--- src/hw/rtl/lclp_pkg.sv ---
package lclp_pkg;

   localparam int LINE_MAX = 32;
   localparam int LEN_W = $clog2(LINE_MAX + 1);
   localparam int HEAD_BYTES = 8;

   localparam logic [7:0] CHAR_LF = 8'd10;
   localparam logic [7:0] CHAR_CR = 8'd13;
   localparam logic [7:0] CHAR_SPACE = 8'h20;
   localparam logic [7:0] CHAR_ZERO = "0";
   localparam logic [7:0] CHAR_FIVE = "5";
   localparam logic [7:0] CHAR_NINE = "9";
   localparam logic [8:0] BYTE_MAX = 9'd255;

   // event codes
   localparam logic [3:0] EV_SET_LED = 4'd0;
   localparam logic [3:0] EV_SET_ALL = 4'd1;
   localparam logic [3:0] EV_ANIM = 4'd2;
   localparam logic [3:0] EV_HBT = 4'd3;
   localparam logic [3:0] EV_RESET = 4'd4;
   localparam logic [3:0] EV_STATUS = 4'd5;
   localparam logic [3:0] EV_GRAMMAR = 4'd6;
   localparam logic [3:0] EV_RANGE = 4'd7;
   localparam logic [3:0] EV_OVERFLOW = 4'd8;

   // keyword numbers match the event codes of their commands
   localparam int NUM_KW = 6;
   localparam logic [2:0] KW_SET_LED = 3'd0;
   localparam logic [2:0] KW_SET_ALL = 3'd1;
   localparam logic [2:0] KW_ANIM = 3'd2;
   localparam logic [2:0] KW_HBT = 3'd3;
   localparam logic [2:0] KW_RESET = 3'd4;
   localparam logic [2:0] KW_STATUS = 3'd5;

   localparam logic [63:0] KW_TEXT [NUM_KW] = '{
      64'("SET_LED"), 64'("SET_ALL"), 64'("ANIM"), 64'("HBT"), 64'("RESET"), 64'("STATUS")
   };
   localparam int KW_LEN [NUM_KW] = '{7, 7, 4, 3, 5, 6};

   typedef struct packed {
      logic [7:0] data_byte;
      logic [31:0] time_ms;
   } req_payload_type;

   typedef struct packed {
      logic [3:0] event_kind;
      logic [2:0] led_index;
      logic [7:0] red;
      logic [7:0] green;
      logic [7:0] blue;
      logic [7:0] anim_id;
      logic [31:0] drop_time;
      logic [63:0] line_head;
      logic [31:0] ok_count;
      logic [31:0] grammar_drops;
      logic [31:0] range_drops;
      logic [31:0] overflow_drops;
   } rsp_payload_type;

   // classified byte passed from front to back
   typedef struct packed {
      logic eol;
      logic space;
      logic digit;
      logic idx_digit;
      logic [3:0] dval;
      logic [7:0] data;
      logic [31:0] time_ms;
   } q_item_type;

   // character p of keyword k, valid for p below the keyword length
   function automatic logic [7:0] kw_char(input logic [2:0] k, input logic [2:0] p);
      logic [63:0] t;
      t = KW_TEXT[k] >> (8 * (KW_LEN[k] - 1 - int'(p)));
      return t[7:0];
   endfunction

endpackage

--- src/hw/rtl/lclp_front.sv ---
module lclp_front (
   input  logic                      reset,
   input  logic                      req_valid,
   output logic                      req_ready,
   input  lclp_pkg::req_payload_type req_payload,
   output logic                      q_valid,
   input  logic                      q_ready,
   output lclp_pkg::q_item_type      q_item
);

   logic [7:0] b;

   assign b = req_payload.data_byte;

   // cr is taken and dropped here
   assign req_ready = q_ready && !reset;
   assign q_valid = req_valid && (b != lclp_pkg::CHAR_CR);

   always_comb begin
      q_item.eol = (b == lclp_pkg::CHAR_LF);
      q_item.space = (b == lclp_pkg::CHAR_SPACE);
      q_item.digit = b inside {[lclp_pkg::CHAR_ZERO : lclp_pkg::CHAR_NINE]};
      q_item.idx_digit = b inside {[lclp_pkg::CHAR_ZERO : lclp_pkg::CHAR_FIVE]};
      q_item.dval = b[3:0];
      q_item.data = b;
      q_item.time_ms = req_payload.time_ms;
   end

endmodule

--- src/hw/rtl/lclp_queue.sv ---
module lclp_queue (
   input  logic                 clock,
   input  logic                 reset,
   input  logic                 in_valid,
   output logic                 in_ready,
   input  lclp_pkg::q_item_type in_item,
   output logic                 out_valid,
   input  logic                 out_ready,
   output lclp_pkg::q_item_type out_item
);

   lclp_pkg::q_item_type slot_ff [2];
   logic wr_ptr_ff, wr_ptr_in;
   logic rd_ptr_ff, rd_ptr_in;
   logic [1:0] count_ff, count_in;
   logic push, pop;

   assign in_ready = (count_ff != 2'd2);
   assign out_valid = (count_ff != 2'd0);
   assign out_item = slot_ff[rd_ptr_ff];
   assign push = in_valid && in_ready;
   assign pop = out_valid && out_ready;

   always_comb begin
      wr_ptr_in = wr_ptr_ff ^ push;
      rd_ptr_in = rd_ptr_ff ^ pop;
      count_in = count_ff + {1'b0, push} - {1'b0, pop};
   end

   always_ff @(posedge clock) begin
      if (reset) begin
         wr_ptr_ff <= 1'b0;
         rd_ptr_ff <= 1'b0;
         count_ff <= 2'd0;
      end else begin
         wr_ptr_ff <= wr_ptr_in;
         rd_ptr_ff <= rd_ptr_in;
         count_ff <= count_in;
      end
   end

   always_ff @(posedge clock) begin
      if (push) begin
         slot_ff[wr_ptr_ff] <= in_item;
      end
   end

endmodule

--- src/hw/rtl/lclp_back.sv ---
module lclp_back (
   input  logic                      clock,
   input  logic                      reset,
   input  logic                      q_valid,
   output logic                      q_ready,
   input  lclp_pkg::q_item_type      q_item,
   output logic                      rsp_valid,
   input  logic                      rsp_ready,
   output lclp_pkg::rsp_payload_type rsp_payload
);

   localparam logic [2:0] PS_KW = 3'd0;
   localparam logic [2:0] PS_SP = 3'd1;
   localparam logic [2:0] PS_IDX = 3'd2;
   localparam logic [2:0] PS_NUM0 = 3'd3;
   localparam logic [2:0] PS_NUM = 3'd4;
   localparam logic [2:0] PS_END = 3'd5;
   localparam logic [2:0] PS_FAIL = 3'd6;

   localparam int HW = $clog2(lclp_pkg::HEAD_BYTES);

   logic [lclp_pkg::LEN_W-1:0] len_ff, len_in;
   logic ovf_ff, ovf_in;
   logic [7:0] head_ff [lclp_pkg::HEAD_BYTES];
   logic [7:0] head_in [lclp_pkg::HEAD_BYTES];
   logic [2:0] ps_ff, ps_in;
   logic [lclp_pkg::NUM_KW-1:0] alive_ff, alive_in;
   logic [2:0] kpos_ff, kpos_in;
   logic [2:0] cmd_ff, cmd_in;
   logic [1:0] fld_ff, fld_in;
   logic [7:0] acc_ff, acc_in;
   logic [2:0] idx_ff, idx_in;
   logic [7:0] red_ff, red_in;
   logic [7:0] green_ff, green_in;
   logic [7:0] blue_ff, blue_in;
   logic [7:0] anim_ff, anim_in;
   logic fail_range_ff, fail_range_in;
   logic [31:0] ok_cnt_ff, ok_cnt_in;
   logic [31:0] gram_cnt_ff, gram_cnt_in;
   logic [31:0] range_cnt_ff, range_cnt_in;
   logic [31:0] ovf_cnt_ff, ovf_cnt_in;
   logic rsp_valid_ff, rsp_valid_in;
   lclp_pkg::rsp_payload_type rsp_ff, rsp_in;

   logic q_fire;
   logic [63:0] head_bits;

   assign q_ready = !rsp_valid_ff || rsp_ready;
   assign q_fire = q_valid && q_ready;
   assign rsp_valid = rsp_valid_ff;
   assign rsp_payload = rsp_ff;

   always_comb begin
      head_bits = '0;
      for (int i = 0; i < lclp_pkg::HEAD_BYTES; i++) begin
         head_bits[8*i +: 8] = head_ff[i];
      end
   end

   always_comb begin
      logic emit;
      logic line_clr;
      logic [3:0] kind;
      logic more;
      logic st_en;
      logic [7:0] st_val;
      logic [lclp_pkg::NUM_KW-1:0] m;
      logic [11:0] prod;

      emit = 1'b0;
      line_clr = 1'b0;
      kind = lclp_pkg::EV_GRAMMAR;
      st_en = 1'b0;
      st_val = '0;
      m = '0;
      prod = '0;
      more = (cmd_ff != lclp_pkg::KW_ANIM) && (fld_ff != 2'd3);

      len_in = len_ff;
      ovf_in = ovf_ff;
      head_in = head_ff;
      ps_in = ps_ff;
      alive_in = alive_ff;
      kpos_in = kpos_ff;
      cmd_in = cmd_ff;
      fld_in = fld_ff;
      acc_in = acc_ff;
      idx_in = idx_ff;
      red_in = red_ff;
      green_in = green_ff;
      blue_in = blue_ff;
      anim_in = anim_ff;
      fail_range_in = fail_range_ff;
      ok_cnt_in = ok_cnt_ff;
      gram_cnt_in = gram_cnt_ff;
      range_cnt_in = range_cnt_ff;
      ovf_cnt_in = ovf_cnt_ff;
      rsp_valid_in = rsp_valid_ff && !rsp_ready;
      rsp_in = rsp_ff;

      if (q_fire) begin
         if (q_item.eol) begin
            if (ovf_ff) begin
               ovf_in = 1'b0;
               line_clr = 1'b1;
            end else if (len_ff != '0) begin
               emit = 1'b1;
               line_clr = 1'b1;
               case (ps_ff)
                  PS_KW: begin
                     if (alive_ff[lclp_pkg::KW_HBT] && kpos_ff == 3'd3) begin
                        kind = lclp_pkg::EV_HBT;
                     end else if (alive_ff[lclp_pkg::KW_RESET] && kpos_ff == 3'd5) begin
                        kind = lclp_pkg::EV_RESET;
                     end else if (alive_ff[lclp_pkg::KW_STATUS] && kpos_ff == 3'd6) begin
                        kind = lclp_pkg::EV_STATUS;
                     end else begin
                        kind = lclp_pkg::EV_GRAMMAR;
                     end
                  end
                  PS_SP: kind = lclp_pkg::EV_GRAMMAR;
                  PS_IDX, PS_NUM0: kind = lclp_pkg::EV_RANGE;
                  PS_NUM: begin
                     // the last number ends at the line end
                     if (more) begin
                        kind = lclp_pkg::EV_GRAMMAR;
                     end else begin
                        kind = {1'b0, cmd_ff};
                        st_en = 1'b1;
                        st_val = acc_ff;
                     end
                  end
                  PS_END: kind = {1'b0, cmd_ff};
                  PS_FAIL: kind = fail_range_ff ? lclp_pkg::EV_RANGE : lclp_pkg::EV_GRAMMAR;
                  default: kind = lclp_pkg::EV_GRAMMAR;
               endcase
            end
         end else if (!ovf_ff) begin
            if (len_ff == lclp_pkg::LEN_W'(lclp_pkg::LINE_MAX)) begin
               emit = 1'b1;
               kind = lclp_pkg::EV_OVERFLOW;
               ovf_in = 1'b1;
            end else begin
               len_in = len_ff + 1'b1;
               if (len_ff < lclp_pkg::LEN_W'(lclp_pkg::HEAD_BYTES)) begin
                  head_in[len_ff[HW-1:0]] = q_item.data;
               end
               case (ps_ff)
                  PS_KW: begin
                     for (int i = 0; i < lclp_pkg::NUM_KW; i++) begin
                        m[i] = alive_ff[i] && (int'(kpos_ff) < lclp_pkg::KW_LEN[i]) &&
                               (q_item.data == lclp_pkg::kw_char(3'(i), kpos_ff));
                     end
                     alive_in = m;
                     kpos_in = kpos_ff + 3'd1;
                     if (m[lclp_pkg::KW_SET_LED] && kpos_ff == 3'd6) begin
                        ps_in = PS_SP;
                        cmd_in = lclp_pkg::KW_SET_LED;
                        fld_in = 2'd0;
                     end else if (m[lclp_pkg::KW_SET_ALL] && kpos_ff == 3'd6) begin
                        ps_in = PS_SP;
                        cmd_in = lclp_pkg::KW_SET_ALL;
                        fld_in = 2'd1;
                     end else if (m[lclp_pkg::KW_ANIM] && kpos_ff == 3'd3) begin
                        ps_in = PS_SP;
                        cmd_in = lclp_pkg::KW_ANIM;
                        fld_in = 2'd0;
                     end else if (m == '0) begin
                        ps_in = PS_FAIL;
                        fail_range_in = 1'b0;
                     end
                  end
                  PS_SP: begin
                     if (q_item.space) begin
                        ps_in = (cmd_ff == lclp_pkg::KW_SET_LED && fld_ff == 2'd0) ?
                                PS_IDX : PS_NUM0;
                     end else begin
                        ps_in = PS_FAIL;
                        fail_range_in = 1'b0;
                     end
                  end
                  PS_IDX: begin
                     if (q_item.idx_digit) begin
                        idx_in = q_item.dval[2:0];
                        fld_in = 2'd1;
                        ps_in = PS_SP;
                     end else begin
                        ps_in = PS_FAIL;
                        fail_range_in = 1'b1;
                     end
                  end
                  PS_NUM0: begin
                     if (!q_item.digit) begin
                        ps_in = PS_FAIL;
                        fail_range_in = 1'b1;
                     end else if (q_item.dval == 4'd0) begin
                        // a lone zero closes the number at once
                        st_en = 1'b1;
                        st_val = '0;
                        if (more) begin
                           fld_in = fld_ff + 2'd1;
                           ps_in = PS_SP;
                        end else begin
                           ps_in = PS_END;
                        end
                     end else begin
                        acc_in = {4'd0, q_item.dval};
                        ps_in = PS_NUM;
                     end
                  end
                  PS_NUM: begin
                     if (q_item.digit) begin
                        prod = {acc_ff, 3'b000} + {3'b000, acc_ff, 1'b0} + {8'd0, q_item.dval};
                        if (prod > {3'b000, lclp_pkg::BYTE_MAX}) begin
                           ps_in = PS_FAIL;
                           fail_range_in = 1'b1;
                        end else begin
                           acc_in = prod[7:0];
                        end
                     end else begin
                        st_en = 1'b1;
                        st_val = acc_ff;
                        if (more && q_item.space) begin
                           fld_in = fld_ff + 2'd1;
                           ps_in = PS_NUM0;
                        end else begin
                           ps_in = PS_FAIL;
                           fail_range_in = 1'b0;
                        end
                     end
                  end
                  PS_END: begin
                     ps_in = PS_FAIL;
                     fail_range_in = 1'b0;
                  end
                  PS_FAIL: ps_in = PS_FAIL;
                  default: begin
                     ps_in = PS_FAIL;
                     fail_range_in = 1'b0;
                  end
               endcase
            end
         end
      end

      if (st_en) begin
         case (fld_ff)
            2'd0: anim_in = st_val;
            2'd1: red_in = st_val;
            2'd2: green_in = st_val;
            2'd3: blue_in = st_val;
            default: anim_in = st_val;
         endcase
      end

      if (emit) begin
         case (kind)
            lclp_pkg::EV_OVERFLOW: ovf_cnt_in = ovf_cnt_ff + 32'd1;
            lclp_pkg::EV_RANGE: range_cnt_in = range_cnt_ff + 32'd1;
            lclp_pkg::EV_GRAMMAR: gram_cnt_in = gram_cnt_ff + 32'd1;
            default: ok_cnt_in = ok_cnt_ff + 32'd1;
         endcase
         rsp_valid_in = 1'b1;
         rsp_in = '0;
         rsp_in.event_kind = kind;
         if (kind == lclp_pkg::EV_SET_LED) begin
            rsp_in.led_index = idx_ff;
         end
         if (kind == lclp_pkg::EV_SET_LED || kind == lclp_pkg::EV_SET_ALL) begin
            rsp_in.red = red_in;
            rsp_in.green = green_in;
            rsp_in.blue = blue_in;
         end
         if (kind == lclp_pkg::EV_ANIM) begin
            rsp_in.anim_id = anim_in;
         end
         if (kind == lclp_pkg::EV_GRAMMAR || kind == lclp_pkg::EV_RANGE ||
             kind == lclp_pkg::EV_OVERFLOW) begin
            rsp_in.drop_time = q_item.time_ms;
            rsp_in.line_head = head_bits;
         end
         rsp_in.ok_count = ok_cnt_in;
         rsp_in.grammar_drops = gram_cnt_in;
         rsp_in.range_drops = range_cnt_in;
         rsp_in.overflow_drops = ovf_cnt_in;
      end

      if (line_clr) begin
         len_in = '0;
         for (int i = 0; i < lclp_pkg::HEAD_BYTES; i++) begin
            head_in[i] = '0;
         end
         ps_in = PS_KW;
         alive_in = '1;
         kpos_in = '0;
      end
   end

   always_ff @(posedge clock) begin
      if (reset) begin
         len_ff <= '0;
         ovf_ff <= 1'b0;
         for (int i = 0; i < lclp_pkg::HEAD_BYTES; i++) begin
            head_ff[i] <= '0;
         end
         ps_ff <= PS_KW;
         alive_ff <= '1;
         kpos_ff <= '0;
         ok_cnt_ff <= '0;
         gram_cnt_ff <= '0;
         range_cnt_ff <= '0;
         ovf_cnt_ff <= '0;
         rsp_valid_ff <= 1'b0;
      end else begin
         len_ff <= len_in;
         ovf_ff <= ovf_in;
         head_ff <= head_in;
         ps_ff <= ps_in;
         alive_ff <= alive_in;
         kpos_ff <= kpos_in;
         ok_cnt_ff <= ok_cnt_in;
         gram_cnt_ff <= gram_cnt_in;
         range_cnt_ff <= range_cnt_in;
         ovf_cnt_ff <= ovf_cnt_in;
         rsp_valid_ff <= rsp_valid_in;
      end
   end

   always_ff @(posedge clock) begin
      cmd_ff <= cmd_in;
      fld_ff <= fld_in;
      acc_ff <= acc_in;
      idx_ff <= idx_in;
      red_ff <= red_in;
      green_ff <= green_in;
      blue_ff <= blue_in;
      anim_ff <= anim_in;
      fail_range_ff <= fail_range_in;
      rsp_ff <= rsp_in;
   end

endmodule

--- src/hw/rtl/led_command_line_parser.sv ---
// channel   direction  handshake            payload
// req       in         req_valid/req_ready  req_payload (data_byte, time_ms)
// rsp       out        rsp_valid/rsp_ready  rsp_payload (event, values, drop info, counters)
//
// one byte per cycle sustained while no waiting result holds the back; the parser
// advances one byte per step, so the line is parsed as it arrives and lf resolves in the step that takes it
// rsp_valid rises after its byte passes the queue stage, then the output register
// a waiting result holds the back; the two-entry queue fills, then
// req_ready drops until the result transfer
// reset is synchronous; counters, line state and both valids clear
module led_command_line_parser (
   input  logic                      clock,
   input  logic                      reset,
   input  logic                      req_valid,
   output logic                      req_ready,
   input  lclp_pkg::req_payload_type req_payload,
   output logic                      rsp_valid,
   input  logic                      rsp_ready,
   output lclp_pkg::rsp_payload_type rsp_payload
);

   logic fq_valid, fq_ready;
   lclp_pkg::q_item_type fq_item;
   logic qb_valid, qb_ready;
   lclp_pkg::q_item_type qb_item;

   lclp_front u_front (
      .reset       (reset),
      .req_valid   (req_valid),
      .req_ready   (req_ready),
      .req_payload (req_payload),
      .q_valid     (fq_valid),
      .q_ready     (fq_ready),
      .q_item      (fq_item)
   );

   lclp_queue u_queue (
      .clock     (clock),
      .reset     (reset),
      .in_valid  (fq_valid),
      .in_ready  (fq_ready),
      .in_item   (fq_item),
      .out_valid (qb_valid),
      .out_ready (qb_ready),
      .out_item  (qb_item)
   );

   lclp_back u_back (
      .clock       (clock),
      .reset       (reset),
      .q_valid     (qb_valid),
      .q_ready     (qb_ready),
      .q_item      (qb_item),
      .rsp_valid   (rsp_valid),
      .rsp_ready   (rsp_ready),
      .rsp_payload (rsp_payload)
   );

endmodule
--- config.mk ---
export PLATFORM = sky130hd
export DESIGN_NAME = led_command_line_parser
export DESIGN_NICKNAME = d
export VERILOG_FILES = /design/src/hw/rtl/lclp_pkg.sv /design/src/hw/rtl/lclp_front.sv /design/src/hw/rtl/lclp_queue.sv /design/src/hw/rtl/lclp_back.sv /design/src/hw/rtl/led_command_line_parser.sv
export SDC_FILE = /design/constraint.sdc
export NUM_CORES = 1
export LEC_CHECK = 0
export BUFFER_PORTS_ARGS = -buffer_cell sky130_fd_sc_hd__buf_2
export CAP_MARGIN = 15
export CORE_ASPECT_RATIO = 0.75
export CORE_MARGIN = 1
export CORE_UTILIZATION = 50
export DETAILED_ROUTE_END_ITERATION = 10
export MAX_ROUTING_LAYER = met4
export PLACE_DENSITY = 0.7
export SYNTH_ARGS = -nofsm -noshare
export SYNTH_HDL_FRONTEND = slang
export SYNTH_SLANG_ARGS = --single-unit
--- constraint.sdc ---
create_clock -name clock -period 26.2 [get_ports clock]
set_input_delay 2.62 -clock clock [delete_from_list [all_inputs] [get_ports clock]]
set_output_delay 2.62 -clock clock [all_outputs]
set_load 0.01 [all_outputs]
==> impl_metrics.json <==
{
  "cp_cell_sequence": "buf_2 > nor2b_1 > nor2_1 > a21boi_0 > nand2_1 > inv_8 > buf_4 > buf_4",
  "synth_area_leaders": "edfxtp_1, dfxtp_1, xnor2_1",
  "hold_viol_final": 0,
  "power.density_nw_per_um2": 92.0,
  "core-area_um2": 49000,
  "hpwl_um": 35900,
  "nets": 2419,
  "fin_util_pct": 59.5,
  "wl_per_cell_um": 17.7,
  "ys_warn_count": 0,
  "grt_pass1_wl_um": 83900,
  "synth-edff-count": 367,
  "hold_slack_ns": 0.471,
  "place_area_um2": 27200,
  "leakage_nw": 11.0,
  "critPathCaptureType": "register",
  "drt_iter0_drc": 1364,
  "drtAntennaViolNets": 0,
  "yosysTopAreaCell": "edfxtp_1",
  "synth_fp_nets": 2125,
  "worst_slack_ns": 19.68,
  "setup_viol": 0,
  "synth-adder-area-share_pct": 2.11,
  "synth_top_family_by_area": "simple AND/OR/NAND/NOR gates",
  "fin_crit_ns": 6.52,
  "max_slew_margin_pct": 23.9,
  "start_util_pct": 51.1,
  "cts_tree": "built",
  "cpPeakStageDelay_ns": 0.91,
  "rsz0062_at_grt": "no",
  "peakVddDrop_mv": 0.0595,
  "syn_area_um2": 25000,
  "path_clk_slew_ns": 0.06,
  "antenna_found_initial": 6,
  "synth_mux_area_share_pct": 3.67,
  "die-area_um2": 51000,
  "synthSimpleGateAreaFrac_pct": 16.7,
  "h-tree-depth": 2,
  "seq_area_frac_synth_pct": 63.8,
  "rows": 70,
  "outcome": "finished, final reports clean",
  "grt_pass1_vias": 15600,
  "startpoint_type": "primary input",
  "post_cts_resized": 0,
  "cts_buffers": 59,
  "root_buffer": "clkbuf_16",
  "viasPerCell": 5.32,
  "cts.sinks": 615,
  "synthFlopType": "edfxtp_1",
  "synth_top_area_share_pct": 44.0,
  "ios": 309,
  "crit_arrival_ns": 6.75,
  "final_area_um2": 29200,
  "drt-total-wl_um": 53700,
  "async_flop_share_pct": 0,
  "port_buffers": 308,
  "die_w_um": 260,
  "syn_area_per_cell_um2": 12.3,
  "maxSlewViolCount": 0,
  "fin_tns_setup_ns": 0,
  "netlist_instances": 2040,
  "fmax_mhz": 153,
  "place_ws_ns": 19.04,
  "hold_class": "register to register",
  "grt_max_degree": 118,
  "cp_common_cell": "buf_4",
  "synthXorXnorAreaFrac_pct": 6.22,
  "crit_path_max_fanout": 117,
  "cts_hold_buf": 0,
  "cap_violations": 0,
  "nFillCells": 3974,
  "die_h_um": 196,
  "cts_setup_buffers": 0,
  "clk_latency_ns": 0.61,
  "dr.pass1.iters": 5,
  "cp.required_ns": 26.43,
  "worst_slew_pin_slew_ns": 1.14,
  "synth_compound_area_share_pct": 5.36,
  "critical_path_class": "primary input to register",
  "drive_gt1_share_pct": 20.7,
  "gp_congestion": 0.888,
  "crit_slowest_cell": "buf_4",
  "period_share_pct": 24.9,
  "synth_cell_types": 79,
  "vias": 16200,
  "grt_overflow_total": 0,
  "fin_skew_ns": 0.0113,
  "clockBufferDepth": 3,
  "ys_ff_latch": 615,
  "syn_to_final_growth_pct": 16.5,
  "drc": 0,
  "grtUsageTotal_pct": 21.5
}
==> cell usage after synthesis, types with 3 or more instances <==
cell        n
and4_1     12
o22ai_1     6
and3_1     48
nand2_1   113
nor3_1     24
mux2i_1    44
o31ai_1     3
mux2_2     38
buf_4       3
ha_1       39
o31a_1      3
xnor2_1   103
and2_1     81
nor2b_1   142
nor4_1      9
or4_1       6
a21oi_1    51
dfxtp_1   248
a21boi_0    3
xor2_1     73
a31oi_1     6
nand3_1    52
buf_2      17
edfxtp_1  367
nand2b_1    5
o41ai_1     3
or3_1       8
a211oi_1   52
o21ai_0    25
nor2_1    226
nand4_1    43
o32ai_1     4
nor4_2      4
inv_2       3
nor3_2      4
buf_1       8
nor3b_1     5
inv_1      27
o211a_1     4
nand4b_1    3
clkbuf_1   69
a21o_1      7
==> state kept, by name, indices dropped and copies added (netlist names), 32 cells and up <==
register,cells
u_back.head_bits,64
u_back.range_cnt_ff,32
u_queue.slot_ff,88
u_back.rsp_payload,263
u_back.ok_cnt_ff,32
u_back.ovf_cnt_ff,32
u_back.gram_cnt_ff,32
==> worst paths after layout <==
path	start	endpoint	slack [ns]	depth (start not counted)
min	u_back.blue_ff[2]	u_back.blue_ff[2]	0.47	1
max	rsp_ready	u_back.rsp_payload[228]	19.68	8
max reg2reg	u_queue.rd_ptr_ff	u_back.acc_ff[4]	20.63	13
min reg2reg	u_back.blue_ff[2]	u_back.blue_ff[2]	0.47	1
==> layout by cell type (no fill, tap or decap), types with 7 or more instances in the layout <==
cell         n
inv_1       27
diode_2      7
nand3_1     52
nand2_1    113
nor2_1     225
edfxtp_1   367
dfxtp_1    247
nor4_1       9
nor3_1      24
a211oi_1    52
clkinv_1     8
nor2b_1    142
and3_1      48
and2_1      81
a21oi_1     51
mux2_2      38
clkbuf_1    12
or3_1        8
o21ai_0     25
buf_2      307
nand4_1     43
clkbuf_8    10
xor2_1      73
and4_1      12
xnor2_1    103
clkinv_2    12
buf_4       21
clkbuf_16   61
ha_1        37
mux2i_1     43
==> per-layer routing <==
metal	wire length, um	up-vias	global-route usage [%]
met5	0	-	-
met4	1160	0	6.02
met3	3270	90	4.29
met2	24500	433	32.3
met1	24800	7821	29.6
li1	-	7832	-
==> area by class of cell <==
type                       count  area (um^2)  share of cell area (%)
sequential                   615        16000                    54.8
multi-input combinational   1296         8560                    29.4
timing repair buffer         330         1730                    5.92
clock buffer                  83         1710                    5.86
tap                          648          811                    2.78
clock inverter                28          235                   0.806
inverter                      32          128                   0.437
antenna                        7         17.5                  0.0600
==> power by group <==
part           internal [mW]  switching (mW)  total [mW]
registers               1.20          0.0580        1.26
clock network          0.485           0.362       0.847
logic                  0.197           0.378       0.575
==> critical path: cells and delay by family <==
family	cells	cell delay, ns
buffers and inverters	4	2.48
AND/OR/NAND/NOR	3	0.97
AO/OA/AOI/OAI	1	0.45
==> kinds of logic (layout without fill, tap and decap cells) <==
logic type | Yosys count | after routing
flip-flops | 615 | 615
XOR/XNOR | 177 | 177
adder cells (fa/ha/maj) | 41 | 41
buffers and inverters | 129 | 473
AO/OA/AOI/OAI | 194 | 194
AND/OR/NAND/NOR | 799 | 799
multiplexers | 85 | 85
other | 0 | 7
==> through the flow <==
stage | total power, mW | instances
global route | 2.81 | 3038
global placement | 1.84 | 2919
floorplan | 1.67 | 2040
finish | 2.68 | 3039
detailed placement | 1.86 | 2919
CTS | 2.70 | 3030
No activity file was read; power rests on OpenSTA's default activity.
